[src/sv/tscq_pkg.sv]
// shared types, defaults and elaboration-time tanh knot math for the soft-clip quantizer
// no dependencies
package tscq_pkg;

    localparam int TANH_ENTRIES_DEF = 256;
    localparam int FRAC_BITS_DEF    = 20;

    localparam logic [63:0] Q31_ONE = 64'd1 << 31;
    localparam int          EXP_TERMS = 24;
    localparam int          MAX_WHOLE = 16;

    typedef struct packed {
        logic nan;
        logic neg;
    } tscq_flags_t;

    // unsigned 64-bit quotient by restoring long division
    function automatic logic [63:0] udiv64(input logic [63:0] num, input logic [63:0] den);
        logic [63:0] q;
        logic [64:0] rem;
        int          i;
        q   = 64'd0;
        rem = 65'd0;
        for (i = 63; i >= 0; i--)
        begin
            rem = {rem[63:0], num[i]};
            if (rem >= {1'b0, den})
            begin
                rem  = rem - {1'b0, den};
                q[i] = 1'b1;
            end
        end
        return q;
    endfunction

    // e^-f in q31 for 0 <= f <= 1.0, truncated series
    function automatic logic [63:0] exp_neg_q31(input logic [63:0] f);
        logic [63:0] term;
        logic [63:0] pos;
        logic [63:0] neg;
        int          k;
        term = Q31_ONE;
        pos  = Q31_ONE;
        neg  = 64'd0;
        for (k = 1; k <= EXP_TERMS; k++)
        begin
            term = udiv64((term * f) >> 31, 64'(k));
            if (k[0])
                neg = neg + term;
            else
                pos = pos + term;
        end
        return (pos > neg) ? pos - neg : 64'd0;
    endfunction

    // tanh(8k/n) in q31
    function automatic logic [63:0] tanh_q31(input int k, input int n);
        logic [63:0] e1;
        logic [63:0] y;
        logic [63:0] whole;
        logic [63:0] fr;
        logic [63:0] en;
        logic [63:0] e;
        int          j;
        e1    = exp_neg_q31(Q31_ONE);
        y     = udiv64(64'(16 * k) << 31, 64'(n));
        whole = y >> 31;
        fr    = y & (Q31_ONE - 64'd1);
        en    = Q31_ONE;
        for (j = 0; j < MAX_WHOLE; j++)
        begin
            if (64'(j) < whole)
                en = (en * e1) >> 31;
        end
        e = (en * exp_neg_q31(fr)) >> 31;
        if (e > Q31_ONE)
            e = Q31_ONE;
        return udiv64((Q31_ONE - e) << 31, Q31_ONE + e);
    endfunction

endpackage

[src/sv/tscq_f2fx.sv]
// float bit pattern to saturated fixed-point magnitude, plus nan and sign flags
// depends on tscq_pkg
module tscq_f2fx
    import tscq_pkg::*;
#(
    parameter int FRAC_BITS = FRAC_BITS_DEF
)
(
    input  logic [31:0]          bits,
    output logic [FRAC_BITS+4:0] mag,
    output tscq_flags_t          flags
);

    localparam int         AW         = FRAC_BITS + 5;
    localparam int         PAD        = 8;
    localparam int         SIG_POS    = 150;
    localparam logic [7:0] EXP_SAT    = 8'd131;
    localparam logic [7:0] EXP_ALL1   = 8'hFF;
    localparam logic [8:0] SHIFT_BASE = 9'(PAD + SIG_POS - FRAC_BITS);
    localparam logic [8:0] VEC_BITS   = 9'd32;
    localparam logic [AW-1:0] SAT_MAG = AW'(64'd16 << FRAC_BITS);

    always_comb
    begin
        logic [7:0]  ex;
        logic [23:0] sig;
        logic [8:0]  amt;
        logic [31:0] vec;
        ex  = bits[30:23];
        sig = {ex != 8'd0, bits[22:0]};
        amt = SHIFT_BASE - {1'b0, (ex == 8'd0) ? 8'd1 : ex};
        vec = {sig, {PAD{1'b0}}} >> amt;
        flags.nan = (ex == EXP_ALL1) && (bits[22:0] != 23'd0);
        flags.neg = bits[31];
        if (ex >= EXP_SAT)
            mag = SAT_MAG;
        else if (amt >= VEC_BITS)
            mag = '0;
        else
            mag = AW'(vec);
    end

endmodule

[config.mk]
export PLATFORM = sky130hd
export DESIGN_NAME = tscq_f2fx
export DESIGN_NICKNAME = d
export VERILOG_FILES = /design/src/sv/tscq_pkg.sv /design/src/sv/tscq_f2fx.sv
export SDC_FILE = /design/constraint.sdc
export NUM_CORES = 1
export LEC_CHECK = 0
export CORE_MARGIN = 4
export CORE_UTILIZATION = 30
export DETAILED_ROUTE_END_ITERATION = 6
export DONT_BUFFER_PORTS = 1
export MAX_ROUTING_LAYER = met4
export PLACE_DENSITY_LB_ADDON = 0.08
export SLEW_MARGIN = 15
export SYNTH_ARGS = -nofsm -noshare
export SYNTH_HDL_FRONTEND = slang
export SYNTH_SLANG_ARGS = --single-unit
[constraint.sdc]
create_clock -name vclk -period 1.85
set_clock_uncertainty 0.2 [all_clocks]
set_input_delay 0 -clock vclk [all_inputs]
set_output_delay 0 -clock vclk [all_outputs]
set_load 0.02 [all_outputs]
After elaboration in Yosys (flattened, before gate mapping)

Cells that the tools add are included.

Bits of input ports: 32
Flip-flop bits (word level): 0
Word-level logic and storage cells: 12
Output and inout port bits: 27

Muxes and demuxes: 3
Magnitude comparators: 2
Add/subtract/negate cells: 1
Shifts and indexed selects: 1
Reduce and logical (&&, ||, !) cells: 4
Equal/unequal tests: 1

Operator list:

| cell                | count |
|---|---|
| $mux 25             | 2 |
| $shr 32x9->25       | 1 |
| $reduce_bool 23->1  | 1 |
| $ge 9x6->1 const B  | 1 |
| $sub 8x8->9 const A | 1 |
| $eq 8x8->1 const B  | 1 |
| $ge 8x8->1 const B  | 1 |
| $logic_not 8->1     | 1 |
| $mux 8              | 1 |
| $reduce_bool 8->1   | 1 |
| $logic_and 1x1->1   | 1 |

Logic depth before layout (Yosys ltp)

Word-level depth: 6
Depth in mapped cells: 10
Depth with buffers taken out: 6

Worst setup path before layout

OpenSTA, ideal clock, no wires.

Kind: input -> output
Start: in bits[27]
End: out mag[23]
Arrival: 2.002 ns
Path slack: -0.352 ns
Stages: 9
Path through: buf_2 or2_1 clkbuf_1 nor4b_1 nand2_1 o31a_1 nand2b_1 clkbuf_1 a211oi_1

Longest elaborated chain between the ends: 6
Elaborated cells between the ends (all ways): 9

RTL lines:

| element                                     | line                             | RTL |
|---|---|---|
| from (decl)                                 | tscq_f2fx.sv:9                   | `input logic [31:0] bits,` |
| $logic_not 8->1                             | tscq_f2fx.sv:31                  | `amt = SHIFT_BASE - {1'b0, (ex == 8'd0) ? 8'd1 : ex};` |
| $mux 8                                      | tscq_f2fx.sv:31                  |  |
| $sub 8x8->9                                 | tscq_f2fx.sv:31                  |  |
| $shr 32x9->25 or $ge 9x6->1 (tied branches) | tscq_f2fx.sv:32, tscq_f2fx.sv:37 |  |
| $mux 25                                     | tscq_f2fx.sv:37                  | `else if (amt >= VEC_BITS)` |
| $mux 25 (*)                                 | tscq_f2fx.sv:35                  | `if (ex >= EXP_SAT)` |
| to (decl)                                   | tscq_f2fx.sv:10                  | `output logic [FRAC_BITS+4:0] mag,` |

Every way passes the cells marked *; elsewhere a longest branch is shown, timed or not.

Worst setup path after layout

Start: in bits[29]
End: out mag[12]

The elaborated chain is that of the path after synthesis.

==> out/qor.csv <==
metric,value,unit
grt ovf,0,
final WL,10200,µm
startpoint types,primary input,
RSZ-0062 raised after global routing,true,
drt pass-1 iters,5,
"Top cell by count, worst path",buf_4,
fillcell total,656,
Vias,2931,
final worst slack,-240.7,ps
non-filler instance count after layout,440,
sequential share of power,0,%
initial antenna violation count,0,
Rel. slew slack,66.97,%
hold violation total from the final report,0,
drt wl/cell,23.18,µm
outcome,"finished, violations left",
Synth area leader,mux2i_1,
Tightest Hold Check Type,primary input to output port,
Cells after DPL,431,
VDD IR max,0.0001714,V
Worst Hold Launch,bits[27],
Die ar.,8199,µm²
kind of critical path,primary input to output port,
Max stage delay on crit path,590,ps
# rows,29,
CP Capture Type,output port,
GRT Util Overall,23.89,%
min Tclk post-route,2091,ps
layout cell share with drive strength beyond 1,46.01,%
DRC,0,
Port Buffer Count,0,
Detail Route Antenna Nets,0,
failing checks,negative setup slack,
period utilisation layout,113.0,%
DP Area,2870,µm²
yosys warns,0,
worst path cell trace,or4_4 > nor2_4 > buf_6 > o311ai_4 > mux2i_2 > buf_4 > nand2_2 > a211oi_2 > buf_4,
Initial Util,31.48,%
vias in the first global route,2826,
Worst EP arrival,1890,ps
Int Pwr,420.7,µW
pin count of the biggest net entering global routing,56,
Syn Area/Cell,6.470,µm²
Antenna diodes,0,
drt initial violations,325,
Worst Path Max Fanout,8,
Die H,90.55,µm
CLK BUF,0,
Seq cells,0,
CP max-delay cell,or4_4,
top-area cell type share of the netlist area,10.77,%
DP Wirelength,7357,µm
Post-Synthesis Cell Area,2044,µm²
NetSw,496.0,µW
synthesized instance count,316,
switch share,54.10,%
Synth cell types,62,
FF+latch area,0,µm²
clock network power share,0,%
max_cap viols,0,
Pwr Density,280.5,nW/µm²
IO Count,59,
CP required,1650,ps
GP Congestion,0.9717,
final setup fails,20,
most frequent cells in the layout,"67 x buf_4, 27 x a21oi_1, 21 x nor2_1",
Crit path max-delay family,simple AND/OR/NAND/NOR gates,
chip width,90.55,µm
crit path from,bits[29],
Slew @ Worst Pin,492.0,ps
register area share after synthesis,0,%
design area,3268,µm²
share of total power in combinational logic,100.0,%
Slew Limit Fails,0,
vias per cell,6.661,
Nets,397,
FMAX,478.3,MHz
Core Region,6495,µm²
LEAKAGE,1.096,nW
Syn-to-layout area delta,59.85,%
"commonest non-fill, non-tap cell in the layout",buf_4,
largest cells by area after synthesis,"mux2i_1 11%, a21oi_1 8.3%, nor2_1 6.6%",
Synth Net Count,348,
Crit path buffers/inverters,3,
first-pass GRT wire length,15840,µm
[through the flow]
stage / total power [mW] / utilization (%) / setup TNS (ps) / setup slack [ps] / hold WS, ps
floorplan: 0.5566 / - / -1320 / -208.4 / -87.41
global placement: 0.7874 / 44.19 / -3247 / -228.6 / -199.8
detailed placement: 0.7853 / 44.19 / -3787 / -280.1 / -199.8
CTS: 0.8535 / 47.56 / -2069 / -194.3 / 50.94
global route: 0.9802 / 50.32 / -4052 / -324.0 / 54.54
finish: 0.9167 / 50.32 / -2634 / -240.7 / 44.25
[cell usage after synthesis (all sizes together), types with 8 or more instances]
| library cell | n |
|---|---|
| nor2 | 38 |
| a21oi | 35 |
| mux2i | 22 |
| buf | 17 |
| clkbuf | 16 |
| nand2 | 15 |
| o21ai | 13 |
| a211oi | 12 |
| o311ai | 12 |
| or4 | 12 |
| nor3 | 11 |
| o22ai | 9 |
| nand2b | 8 |
[layer usage]
metal / GRT usage, % / vias up / share of wire, %
met5: - / - / 0
met4: 5.867 / 0 / 2.9
met3: 2.833 / 27 / 6.8
met2: 37.49 / 136 / 46
met1: 32.57 / 1406 / 44
li1: - / 1362 / -
[repair_timing]
item | in CTS | in global routing
resized for setup | 30 | 33
setup endpoints to repair | 23 | 24
pin swaps | 21 | 24
gates cloned | 1 | 1
endpoints found under the hold margin | 2 | 0
setup buffers | 3 | 2
hold buffers | 2 | 0
[logic make-up after synthesis]
logic type             share of synthesized area [%]
buffers and inverters                          8.935
AND/OR/NAND/NOR                                31.09
multiplexers                                   13.52
AO/OA/AOI/OAI                                  43.51
XOR/XNOR                                       2.938
[layout make-up]
| cell class | instances | area, µm² | share of cell area, % |
|---|---|---|---|
| inverters | 6 | 22.52 | 0.6891 |
| multi-input cells | 278 | 2475 | 75.73 |
| well taps | 77 | 96.34 | 2.948 |
| repair buffers | 79 | 674.4 | 20.64 |
[path summary, 6_finish.rpt]
kind                        to  slack, ps  depth (start not counted)
worst max-delay path   mag[12]       -240                          9
worst min-delay path  flags[1]         40                          3
[power groups by stage]
stage	clock (mW)	combinational, mW	sequential, mW
final	0	0.917	0
after global routing	0	0.980	0
after CTS	0	0.854	0
after detailed placement	0	0.785	0
after global placement	0	0.787	0
after floorplan	0	0.557	0
Note: power is estimated with default switching activity, not from simulation.
